File: src/rtl/core/gsr_pkg.sv
package gsr_pkg;

  localparam int unsigned ChanW = 8;
  localparam int unsigned WeightW = 5;
  localparam int unsigned MixW = 13;
  localparam int unsigned CfgIdxW = 2;

  // Weight saturates here: a spill of this size or more moves fully to the target.
  localparam logic [WeightW-1:0] FullSpill = 5'd24;
  // Half of the weight denominator, for round half up.
  localparam logic [MixW-1:0] HalfSpill = 13'd12;
  // floor(u / 3) == (u * DivThreeRecip) >> DivThreeShift for every u below 2048.
  localparam logic [10:0] DivThreeRecip = 11'd683;
  localparam int unsigned DivThreeShift = 11;

  localparam logic [CfgIdxW-1:0] CfgTargetRed = 2'd0;
  localparam logic [CfgIdxW-1:0] CfgTargetGreen = 2'd1;
  localparam logic [CfgIdxW-1:0] CfgTargetBlue = 2'd2;

  typedef struct packed {
    logic [ChanW-1:0] in_red;
    logic [ChanW-1:0] in_green;
    logic [ChanW-1:0] in_blue;
    logic [ChanW-1:0] in_alpha;
  } pix_in_t;

  typedef struct packed {
    logic [ChanW-1:0] out_red;
    logic [ChanW-1:0] out_green;
    logic [ChanW-1:0] out_blue;
    logic [ChanW-1:0] out_alpha;
    logic             was_changed;
  } pix_out_t;

  // Intermediate stage: weighted sums before the divide by 24.
  typedef struct packed {
    logic [MixW-1:0]  mix_red;
    logic [MixW-1:0]  mix_green;
    logic [MixW-1:0]  mix_blue;
    logic [ChanW-1:0] red;
    logic [ChanW-1:0] green;
    logic [ChanW-1:0] blue;
    logic [ChanW-1:0] alpha;
    logic             changed;
  } mid_t;

endpackage

File: src/rtl/core/gsr_mix.sv
module gsr_mix
  import gsr_pkg::*;
(
  input  logic [ChanW-1:0]   x_i,
  input  logic [ChanW-1:0]   s_i,
  input  logic [WeightW-1:0] w_i,
  output logic [MixW-1:0]    mix_o
);

  logic [WeightW-1:0] keep;
  logic [MixW-1:0]    prod_x;
  logic [MixW-1:0]    prod_s;
  logic [MixW:0]      sum;

  // (24 - w) * x + w * s + 12, which is 24 times the blended value plus a half.
  assign keep   = FullSpill - w_i;
  assign prod_x = MixW'(keep) * MixW'(x_i);
  assign prod_s = MixW'(w_i) * MixW'(s_i);
  assign sum    = (MixW+1)'(prod_x) + (MixW+1)'(prod_s) + (MixW+1)'(HalfSpill);
  assign mix_o  = sum[MixW-1:0];

endmodule

File: src/rtl/core/gsr_div24.sv
module gsr_div24
  import gsr_pkg::*;
(
  input  logic [MixW-1:0]  mix_i,
  output logic [ChanW-1:0] quo_o
);

  logic [MixW-4:0] eighth;
  logic [20:0]     prod;

  // Divide by 8 with a shift, then by 3 with a reciprocal multiply.
  assign eighth = mix_i[MixW-1:3];
  assign prod   = 21'(eighth) * 21'(DivThreeRecip);
  assign quo_o  = prod[DivThreeShift+ChanW-1:DivThreeShift];

endmodule

File: src/rtl/core/green_spill_recolour_pixel.sv
// Channel  | Direction | Handshake              | Payload
// pixel in | input     | in_valid_i / in_stall_o | in_data_i (pix_in_t)
// pixel out| output    | out_valid_o / out_stall_i | out_data_o (pix_out_t)
// config   | input     | cfg_we_i               | cfg_idx_i, cfg_data_i
//
// One pixel is accepted every cycle while in_stall_o is low; its result is presented from the
// result register and transfers out when out_stall_i is low.
// The three stages are the input register, the weighted-sum register and the result register.
// Each stage advances when it is empty or the stage after it advances, so a stall on the
// output only backs up into the input once all three stages hold a pixel.
// Reset clears the stage valid bits and sets all target registers to zero.
module green_spill_recolour_pixel
  import gsr_pkg::*;
(
  input  logic                 clk_i,
  input  logic                 rst_ni,
  input  logic                 cfg_we_i,
  input  logic [CfgIdxW-1:0]   cfg_idx_i,
  input  logic [ChanW-1:0]     cfg_data_i,
  input  logic                 in_valid_i,
  output logic                 in_stall_o,
  input  pix_in_t              in_data_i,
  output logic                 out_valid_o,
  input  logic                 out_stall_i,
  output pix_out_t             out_data_o
);

  logic [ChanW-1:0] tgt_red_q, tgt_green_q, tgt_blue_q;

  logic    in_valid_q, mid_valid_q, out_valid_q;
  pix_in_t in_q;
  mid_t    mid_q, mid_d;
  pix_out_t out_q, out_d;

  logic adv_out, adv_mid, adv_in;

  logic [ChanW-1:0]   floor_val;
  logic [ChanW-1:0]   spill;
  logic [WeightW-1:0] weight;
  logic [ChanW-1:0]   quo_red, quo_green, quo_blue;
  logic [MixW-1:0]    mix_red, mix_green, mix_blue;

  assign adv_out = !out_valid_q || !out_stall_i;
  assign adv_mid = !mid_valid_q || adv_out;
  assign adv_in  = !in_valid_q || adv_mid;

  assign in_stall_o  = !adv_in;
  assign out_valid_o = out_valid_q;
  assign out_data_o  = out_q;

  always_ff @(posedge clk_i or negedge rst_ni) begin
    if (!rst_ni) begin
      tgt_red_q   <= '0;
      tgt_green_q <= '0;
      tgt_blue_q  <= '0;
    end else if (cfg_we_i) begin
      unique case (cfg_idx_i)
        CfgTargetRed:   tgt_red_q   <= cfg_data_i;
        CfgTargetGreen: tgt_green_q <= cfg_data_i;
        CfgTargetBlue:  tgt_blue_q  <= cfg_data_i;
        default: ;
      endcase
    end
  end

  // Spill detection and weight.
  always_comb begin
    floor_val = (in_q.in_red > in_q.in_blue) ? in_q.in_red : in_q.in_blue;
    spill     = in_q.in_green - floor_val;
    weight    = (spill >= ChanW'(FullSpill)) ? FullSpill : spill[WeightW-1:0];
  end

  gsr_mix u_mix_red (
    .x_i  (in_q.in_red),
    .s_i  (tgt_red_q),
    .w_i  (weight),
    .mix_o(mix_red)
  );

  gsr_mix u_mix_green (
    .x_i  (floor_val),
    .s_i  (tgt_green_q),
    .w_i  (weight),
    .mix_o(mix_green)
  );

  gsr_mix u_mix_blue (
    .x_i  (in_q.in_blue),
    .s_i  (tgt_blue_q),
    .w_i  (weight),
    .mix_o(mix_blue)
  );

  always_comb begin
    mid_d.mix_red   = mix_red;
    mid_d.mix_green = mix_green;
    mid_d.mix_blue  = mix_blue;
    mid_d.red       = in_q.in_red;
    mid_d.green     = in_q.in_green;
    mid_d.blue      = in_q.in_blue;
    mid_d.alpha     = in_q.in_alpha;
    mid_d.changed   = (in_q.in_alpha != '0) && (in_q.in_green > floor_val);
  end

  gsr_div24 u_div_red (
    .mix_i(mid_q.mix_red),
    .quo_o(quo_red)
  );

  gsr_div24 u_div_green (
    .mix_i(mid_q.mix_green),
    .quo_o(quo_green)
  );

  gsr_div24 u_div_blue (
    .mix_i(mid_q.mix_blue),
    .quo_o(quo_blue)
  );

  always_comb begin
    out_d.out_alpha   = mid_q.alpha;
    out_d.was_changed = mid_q.changed;
    if (mid_q.changed) begin
      out_d.out_red   = quo_red;
      out_d.out_green = quo_green;
      out_d.out_blue  = quo_blue;
    end else begin
      out_d.out_red   = mid_q.red;
      out_d.out_green = mid_q.green;
      out_d.out_blue  = mid_q.blue;
    end
  end

  always_ff @(posedge clk_i or negedge rst_ni) begin
    if (!rst_ni) begin
      in_valid_q  <= 1'b0;
      mid_valid_q <= 1'b0;
      out_valid_q <= 1'b0;
    end else begin
      if (adv_in) begin
        in_valid_q <= in_valid_i;
      end
      if (adv_mid) begin
        mid_valid_q <= in_valid_q;
      end
      if (adv_out) begin
        out_valid_q <= mid_valid_q;
      end
    end
  end

  always_ff @(posedge clk_i) begin
    if (adv_in && in_valid_i) begin
      in_q <= in_data_i;
    end
    if (adv_mid && in_valid_q) begin
      mid_q <= mid_d;
    end
    if (adv_out && mid_valid_q) begin
      out_q <= out_d;
    end
  end

endmodule
File: config.mk
export PLATFORM = sky130hd
export DESIGN_NAME = green_spill_recolour_pixel
export DESIGN_NICKNAME = d
export VERILOG_FILES = /design/src/rtl/core/gsr_pkg.sv /design/src/rtl/core/gsr_mix.sv /design/src/rtl/core/gsr_div24.sv /design/src/rtl/core/green_spill_recolour_pixel.sv
export SDC_FILE = /design/constraint.sdc
export NUM_CORES = 1
export LEC_CHECK = 0
export BUFFER_PORTS_ARGS = -buffer_cell sky130_fd_sc_hd__buf_2
export CAP_MARGIN = 0
export CORE_ASPECT_RATIO = 0.5
export CORE_UTILIZATION = 35
export CTS_CLUSTER_DIAMETER = 200
export DETAILED_ROUTE_END_ITERATION = 8
export MAX_ROUTING_LAYER = met4
export SLEW_MARGIN = 5
export SYNTH_ARGS = -nofsm -noshare
export SYNTH_HDL_FRONTEND = slang
export SYNTH_SLANG_ARGS = --single-unit
File: constraint.sdc
create_clock -name clk_i -period 23.4 [get_ports clk_i]
set_input_delay 3.51 -clock clk_i [delete_from_list [all_inputs] [get_ports clk_i]]
set_output_delay 3.51 -clock clk_i [all_outputs]
set_load 0.02 [all_outputs]
Yosys cells after proc, flatten, opt, wreduce, memory -nomap -nowiden
Cells that the tools add are included.
{"block": "classes", "add_sub_neg": 8, "multipliers": 9, "n_div": 0, "magnitude_cmp": 3, "n_eq_ne": 2, "shifts": 0, "muxes": 3, "bitwise": 0, "reduce_logical": 17}
{"op": "5-bit by 8-bit multiplier with 13-bit output", "n": 6}
{"op": "10-bit by 10-bit multiplier with 19-bit output (second input constant)", "n": 3}
{"op": "13-bit adder", "n": 3}
{"op": "13-bit by 4-bit adder with 13-bit output (second input constant)", "n": 3}
{"op": "24-bit two-way mux", "n": 1}
{"op": "8-bit > comparator", "n": 2}
{"op": "8-bit by 5-bit greater-or-equal comparator with 1-bit output (second input constant)", "n": 1}
{"op": "8-bit two-way mux", "n": 1}
{"op": "8-bit nonzero test", "n": 1}
{"op": "8-bit subtractor", "n": 1}
{"op": "2-bit AND reduction", "n": 3}
{"op": "1-bit zero test", "n": 5}
{"op": "5-bit two-way mux", "n": 1}
{"op": "5-bit subtractor (first input constant)", "n": 1}
{"op": "1-bit logical AND", "n": 4}
{"op": "1-bit logical OR", "n": 3}
{"op": "2-bit by 1-bit equality test with 1-bit output (second input constant)", "n": 1}
{"op": "2-bit equality test (second input constant)", "n": 1}
{"op": "2-bit zero test", "n": 1}
{"block": "word_totals", "reg_bits": 164, "latchBits": 0, "ram_bits": 0, "rom_bits": 0, "input_bits": 47, "memories": 0}

Longest topological paths before layout
Gate-level depths: netlist (run 1).
{"block": "logic_depth", "word_depth": 9, "depth_mapped": 44, "ltp_nobuf": 42}

By module
A second synthesis (run 1) with hierarchy kept.
{"block": "hier_totals", "cells_unflattened": 1775, "hier_area_um2": 19284.7}
{"module": "green_spill_recolour_pixel", "instances": 1, "cells_per_inst": 328, "area_per_inst_um2": 6273.5}
{"module": "gsr_div24", "instances": 3, "cells_per_inst": 180, "area_per_inst_um2": 1680.4}
{"module": "gsr_mix at u_mix_red", "instances": 1, "cells_per_inst": 304, "area_per_inst_um2": 2682.6}
{"module": "gsr_mix at u_mix_blue", "instances": 1, "cells_per_inst": 302, "area_per_inst_um2": 2667.6}
{"module": "gsr_mix at u_mix_green", "instances": 1, "cells_per_inst": 301, "area_per_inst_um2": 2620.0}

Worst setup path after synthesis (run 1)
OpenSTA, ideal clock, no wires.
{"block": "synth_path", "kind": "reg-to-reg", "startpoint": "reg in_q[11] (netlist bit)", "endpoint": "reg mid_q[45] (netlist bit) (data pin)", "t_arrival_ps": 9381, "required_ps": 23141, "path_slack_ps": 13760, "path_stages_with_launch": 44, "path_buffers": 4, "period_less_slack_ps": 9640, "cell_sequence": "edfxtp_1 inv_1 ha_1 a21o_1 a21oi_1 a21oi_1 o21ai_1 mux2_2 inv_1 ha_1 buf_2 and2_1 nand3_1 o211ai_1 a31oi_1 xnor2_1 or2_1 clkbuf_1 [... 8 more ...] inv_1 fa_1 fa_1 inv_1 fa_1 inv_1 fa_1 ha_1 a21o_1 a21oi_1 o21bai_1 a21oi_1 nor2b_1 o21a_1 o21ai_0 nand2_1 a21oi_1 xnor2_1"}
{"element": "from (decl)", "line_no": "green_spill_recolour_pixel.sv:31", "rtl": "pix_in_t in_q;"}
{"element": "from (signal assigned)", "line_no": "green_spill_recolour_pixel.sv:154", "rtl": "in_q <= in_data_i;"}
{"element": "to (signal assigned)", "line_no": "green_spill_recolour_pixel.sv:157", "rtl": "mid_q <= mid_d;"}
{"element": "to (decl)", "line_no": "green_spill_recolour_pixel.sv:32", "rtl": "mid_t mid_q, mid_d;"}

==> summary.md, run 1 <==
| Metric | Value |
|---|---|
| Largest net degree at the start of global routing | 64 |
| Crit path kind | flop to flop |
| First-pass GRT wire length | 71400 microns |
| Status | complete, but fails checks |
| F_max | 93.7 MHz |
| FF-to-FF setup slack | 12.72 ns |
| Critical Path RT | 23.61 ns |
| Largest family of logic cells by synthesized area | adder cells |
| Final hold violations | 0 |
| Post-synth EDFFs | 128 |
| Crit end category | flop |
| First-pass iteration count of the detailed router | 7 |
| Clk_skew | 0.0106 ns |
| Number of I/O port buffers | 81 |
| Post-synthesis sequential area ratio | 0.241 |
| Iter 0 DRT Violations | 680 |
| Quantity of hold-fixing buffers added after cts | 0 |
| Syn avg cell area | 10.5 sq um |
| Total CTS buffers | 17 |
| Worst-path fanout max | 16 |
| Fin. max-slew vios | 0 |
| Initial Util | 0.357 |
| Drt drc | 4 |
| Post-synthesis xor/xnor area fraction | 0.0300 |
| CP max-delay cell | fa_1 |
| Post-synthesis adder-cell area fraction | 0.441 |
| Post-route antenna net violation count | 0 |
| Crit path time final | 10.68 ns |
| Fill cell count | 5073 |
| I/O pin count | 82 |
| Vias | 12500 |
| Seq. cell area | 0.00452 sq mm |
| CTS tree | yes |
| Worst-Margin Slew | 0.954 ns |
| Yosys reg bits | 155 |
| Max cap viols | 0 |
| Number of global-route vias before repair | 13000 |
| Clock latency at the later pin of the worst-skew pair | 0.46 ns |
| Root Driver | clkbuf_16 |
| Setup TNS | 0 ns |
| Grt ovf | 0 |
| Total Nets Final | 2425 |
| Relative slew slack | 0.364 |
| Worst-path clk slew | 0.08 ns |
| Ys async rst share | 0.174 |
| HPWL Detailed | 36300 microns |
| Ys flop type | edfxtp_1 |
| Mux contribution to synthesized area | 0.0275 |
| Die width | 329 microns |
| P&R area growth vs syn | 10.0% |
| Row count | 59 |
| Syn_nets | 2348 |
| Final period util | 0.456 |
| Crit path launch type | flop |
| Max clock buf depth | 2 |
| Hold crit path type | flop to flop |
| Setup bufs post-CTS | 0 |
| DR WL/cell | 17.2 microns |
| RSZ-0062 raised after global routing | no |
| Number of H-tree levels | 4 |
| # resized after CTS | 0 |
| Die area | 0.0545 sq mm |
| Die height | 166 microns |
| Share of layout cells above drive strength 1 | 0.102 |
| Failing checks | DRC |
| Initial antenna violation count | 6 |
| Setup violations, final | 0 |
| Synth Area in Compound Gates | 0.0677 |
| Cells after synthesis | 1782 |
| Multi-input logic area | 0.0125 sq mm |
| GP Congestion | 0.938 |
| Routed vias/inst | 4.86 |
| Distinct cells, synth | 68 |
| Synth Area in Simple Gates | 0.104 |
| CTS sink cnt | 155 |
| YS warnings | 0 |
| CORE AREA | 0.0524 sq mm |
| Total GRT Usage | 0.177 |
| Worst path max stage delay | 0.58 ns |
| Worst path arrival time | 10.88 ns |
| Mapped Area | 0.0187 sq mm |
| Total Wirelength | 44300 microns |
critical path: cells and delay by family, from the launching register on:
family	cells	cell delay (ns)
fa+ha+maj	9	3.72
compound gates	15	3.30
simple gates	7	1.41
buf+inv	6	0.86
flops	1	0.47
mux	1	0.47
xor+xnor	2	0.20
layout make-up:
cell class                 instances  share of cell area
antenna                            7            0.000851
clock buffer                      17              0.0207
clock inverter                    15             0.00942
inverter                         399              0.0727
multi-input combinational       1191               0.609
sequential                       155               0.219
tap                              701              0.0426
timing repair buffer              95              0.0248
sequential cells by signal, indices dropped and copies added, names as in the netlist:
name,flops
mid_q,63
out_data_o,33
in_q,32
tgt_blue_q,8
tgt_green_q,8
tgt_red_q,8
in_valid_q,1
mid_valid_q,1
out_valid_o,1
cells in the final DEF, fill, tap and decap left out, types with 14 or more instances in the layout:
cell	count
a21o_1	20
a21oi_1	46
and2_1	63
and3_1	39
buf_2	81
buf_4	14
clkbuf_16	17
dfrtp_1	27
edfxtp_1	128
fa_1	234
ha_1	285
inv_1	398
mux2_2	43
nand2_1	115
nand3_1	31
nor2_1	47
nor3_1	14
o21ai_0	28
xnor2_1	51
layer usage:
| layer | up-vias | GRT usage | part of all wire |
|---|---|---|---|
| li1 | 6000 | - | - |
| met3 | 48 | 0.0428 | 0.067 |
| met2 | 271 | 0.262 | 0.43 |
| met1 | 6218 | 0.241 | 0.48 |
| met4 | 0 | 0.0493 | 0.019 |
| met5 | - | - | 0 |
cells in the mapped netlist (8+ instances only):
cell type,number,area (sq um)
edfxtp_1,128,3840
or3_1,12,75.1
xor2_1,13,114
dfrtp_1,27,676
and2_1,64,400
o21a_1,12,90.1
and3_1,39,244
nand3_1,31,155
nor2_1,47,176
a211oi_1,13,97.6
nand2b_1,9,56.3
a31oi_1,11,68.8
clkbuf_1,28,105
o21ai_1,8,40.0
fa_1,234,4680
nor2b_1,11,68.8
nor3_1,14,70.1
mux2_2,43,484
a21o_1,20,150
ha_1,285,3570
inv_1,398,1490
nand2_1,115,432
xnor2_1,51,447
a21oi_1,46,230
o21ai_0,28,140
metrics by stage:
step	std cells	area, sq um	setup slack, ns	utilization	hold slack (ns)
floorplan	1782	18700	13.76	-	0.400
global placement	2541	20000	13.05	0.381	0.401
detailed placement	2541	20000	12.85	0.381	0.406
CTS	2573	20600	12.81	0.393	0.424
global route	2579	20600	11.84	0.393	0.428
finish	2580	20600	12.72	0.393	0.422
worst paths after layout:
path,start,endpoint,cells after the start
max,in_q[9],mid_q[71],40
max in group asynchronous,rst_ni,tgt_red_q[0],1
min reg2reg,mid_q[4],out_data_o[4],0
max reg2reg,in_q[9],mid_q[71],40
min in group asynchronous,rst_ni,in_valid_q,1
min,mid_q[4],out_data_o[4],0
cell families (layout without fill, tap and decap cells):
logic type               Yosys count  in the layout
flip-flops                       155            155
other                              0              7
adder cells (fa/ha/maj)          519            519
multiplexers                      46             46
XOR/XNOR                          64             64
buffers and inverters            436            526
AO/OA/AOI/OAI                    187            187
AND/OR/NAND/NOR                  375            375
Power of run 1 is left out: the tool's default activity adds up to more than one toggle a clock period on the data nets, which glitch-free logic cannot reach.
==> run 2, diff against run 1 <==
ABC_AREA = 1   (was unset)
clock period = 11.05 ns   (was 23.4 ns; I/O delays follow)
==> summary.md, run 2 <==
| Metric | Value |
|---|---|
| Placed instance count | 2780 (was 2541) |
| Worst R2R Start | in_q[15] (was in_q[9]) |
| Vias | 13200 (was 12500) |
| Hold Path End | out_data_o[6] (was out_data_o[4]) |
| Most used cell along the critical path | nand2_1 |
| Number of H-tree levels | 4 (unchanged) |
| First-pass iteration count of the detailed router | 7 (unchanged) |
| Most frequent cells in the layout | 496 x inv_1, 335 x nand2_1, 285 x ha_1 (was 398 x inv_1, 285 x ha_1, 234 x fa_1) |
| Final period util | 0.869 (was 0.456) |
| Distinct cells, synth | 43 (was 68) |
| Status | finished clean (was complete, but fails checks) |
| Initial Util | 0.357 (about the same) |
| Number of global-route vias before repair | 13200 (was 13000) |
| Setup TNS | 0 ns (unchanged) |
| CTS sink cnt | 155 (unchanged) |
| Die area | 0.0544 sq mm (was 0.0545 sq mm) |
| Non-Filler Instances | 2813 (was 2580) |
| First-pass GRT wire length | 72200 microns (was 71400 microns) |
| Setup violations, final | 0 (unchanged) |
| Crit path kind | flop to flop (unchanged) |
| Hold crit path type | flop to flop (unchanged) |
| Worst-path fanout max | 18 (was 16) |
| GP Congestion | 0.945 (was 0.938) |
| Ys flop type | edfxtp_1 (unchanged) |
| Syn avg cell area | 9.26 sq um (was 10.5 sq um) |
| Post-synthesis sequential area ratio | 0.242 (was 0.241) |
| Final hold violations | 0 (unchanged) |
| Crit Reg-Reg Endpoint | mid_q[45] (was mid_q[71]) |
| Worst path max stage delay | 0.54 ns (was 0.58 ns) |
| Worst-Margin Slew | 1.06 ns (was 0.954 ns) |
| Yosys reg bits | 155 (unchanged) |
| Cells after synthesis | 2020 (was 1782) |
| Routed vias/inst | 4.70 (was 4.86) |
| Total Wirelength | 45300 microns (was 44300 microns) |
| Clock latency at the later pin of the worst-skew pair | 0.46 ns (about the same) |
| Worst-path clk slew | 0.08 ns (about the same) |
| FF-to-FF setup slack | 1.45 ns (was 12.72 ns) |
| RSZ-0062 raised after global routing | no (unchanged) |
| Max clock buf depth | 2 (unchanged) |
| Grt ovf | 0 (unchanged) |
| Crit path time final | 9.60 ns (was 10.68 ns) |
| Count leader, synth | inv_1 (unchanged) |
| # resized after CTS | 0 (unchanged) |
| Row count | 59 (unchanged) |
| Crit end category | flop (unchanged) |
| Fin. max-slew vios | 0 (unchanged) |
| Relative slew slack | 0.293 (was 0.364) |
| HPWL Detailed | 38500 microns (was 36300 microns) |
| Max cap viols | 0 (unchanged) |
| Largest net degree at the start of global routing | 64 (unchanged) |
| Max reg flops | 63 (unchanged) |
| Syn_nets | 2586 (was 2348) |
| Critical Path RT | 11.25 ns (was 23.61 ns) |
| Hold Slack | 0.419 ns (was 0.422 ns) |
| Die width | 329 microns (about the same) |
| Clk_skew | 0.0238 ns (was 0.0106 ns) |
| Mapped Area | 0.0187 sq mm (about the same) |
| Synth top cells by count | 497 x inv_1, 335 x nand2_1, 285 x ha_1 (was 398 x inv_1, 285 x ha_1, 234 x fa_1) |
| Setup bufs post-CTS | 0 (unchanged) |
| Share of layout cells above drive strength 1 | 0.0791 (was 0.102) |
| Root Driver | clkbuf_16 (unchanged) |
| Proportion of netlist area held by the largest area contributor | 0.251 (was 0.250) |
| DR WL/cell | 16.1 microns (was 17.2 microns) |
| Most common cell after layout, fill and taps aside | inv_1 (unchanged) |
| Ys async rst share | 0.174 (unchanged) |
| Hold Crit Start | mid_q[6] (was mid_q[4]) |
| CORE AREA | 0.0523 sq mm (was 0.0524 sq mm) |
| Initial antenna violation count | 1 (was 6) |
| Total Nets Final | 2664 (was 2425) |
| Die height | 165 microns (was 166 microns) |
| Drt drc | 0 (was 4) |
| Most flops, register | mid_q (unchanged) |
| Post-route antenna net violation count | 0 (unchanged) |
| Reg2Reg Depth | 43 (was 40) |
| F_max | 104 MHz (was 93.7 MHz) |
| I/O pin count | 82 (unchanged) |
| Iter 0 DRT Violations | 918 (was 680) |
| WHS Path Cells | 0 (unchanged) |
| Quantity of hold-fixing buffers added after cts | 0 (unchanged) |
| Total GRT Usage | 0.180 (was 0.177) |
| Post-synth EDFFs | 128 (unchanged) |
| YS warnings | 0 (unchanged) |
| Crit path launch type | flop (unchanged) |
| Largest cells by area after synthesis | fa_1 25%, edfxtp_1 21%, ha_1 19% (unchanged) |
| Leading area contributor after synthesis | fa_1 (unchanged) |
| Total CTS buffers | 17 (unchanged) |
| CTS tree | yes (unchanged) |
| Final core occ | 0.392 (was 0.393) |
| Number of I/O port buffers | 81 (unchanged) |
| Worst path arrival time | 9.80 ns (was 10.88 ns) |
| CP max-delay cell | fa_1 (unchanged) |
| P&R area growth vs syn | 9.80% (was 10.0%) |
-- run 2: layer usage --
layer	up-vias	GRT usage	wire, microns
met5	-	-	0
met2	310	0.262	19400
met1	6399	0.254	22500
met4	0	0.0355	494
li1	6472	-	-
met3	33	0.0417	2990
-- run 2: worst max path at each step --
stage	startpoint	endpoint	slack, ns	cells past startpoint
after floorplan	in_q[9]	mid_q[58]	2.65	52
after global placement	in_q[15]	mid_q[45]	1.83	39
after detailed placement	in_q[14]	mid_q[45]	1.61	43
after CTS	in_q[13]	mid_q[45]	1.56	43
after global routing	in_q[9]	mid_q[45]	0.82	46
final	in_q[15]	mid_q[45]	1.45	43
-- run 2: cells by family after synthesis --
group           count (synthesis)  synth area share
simple gates                  606             0.138
compound gates                160            0.0482
xor+xnor                       48            0.0225
buf+inv                       532             0.108
fa+ha+maj                     519             0.441
flops                         155             0.242
-- run 2: stage by stage --
step / setup WS (ns) / cell area, sq um
global route: 0.820 / 20500
finish: 1.45 / 20500
detailed placement: 1.61 / 19900
global placement: 1.83 / 19900
floorplan: 2.65 / 18700
CTS: 1.56 / 20500
-- run 2: final cells by class --
class                           instances  area (sq um)
Multi-Input combinational cell       1333         12200
Inverter                              504          1890
Tap cell                              701           877
Antenna cell                            1          2.50
Timing Repair Buffer                   87           450
Fill cell                            5263         31800
Clock buffer                           17           425
Sequential cell                       155          4520
Clock inverter                         15           188
-- run 2: worst max-delay path, delay by kind of cell, from the launching register on --
family | cells | cell delay (ns)
DFF | 1 | 0.46
adders and majority gates | 9 | 3.84
and+or+nand+nor | 19 | 2.40
buffers and inverters | 6 | 0.81
xor gates and xnor gates | 1 | 0.13
AOI/OAI and AO/OA | 8 | 1.66
Power of run 2 is left out for the same reason.
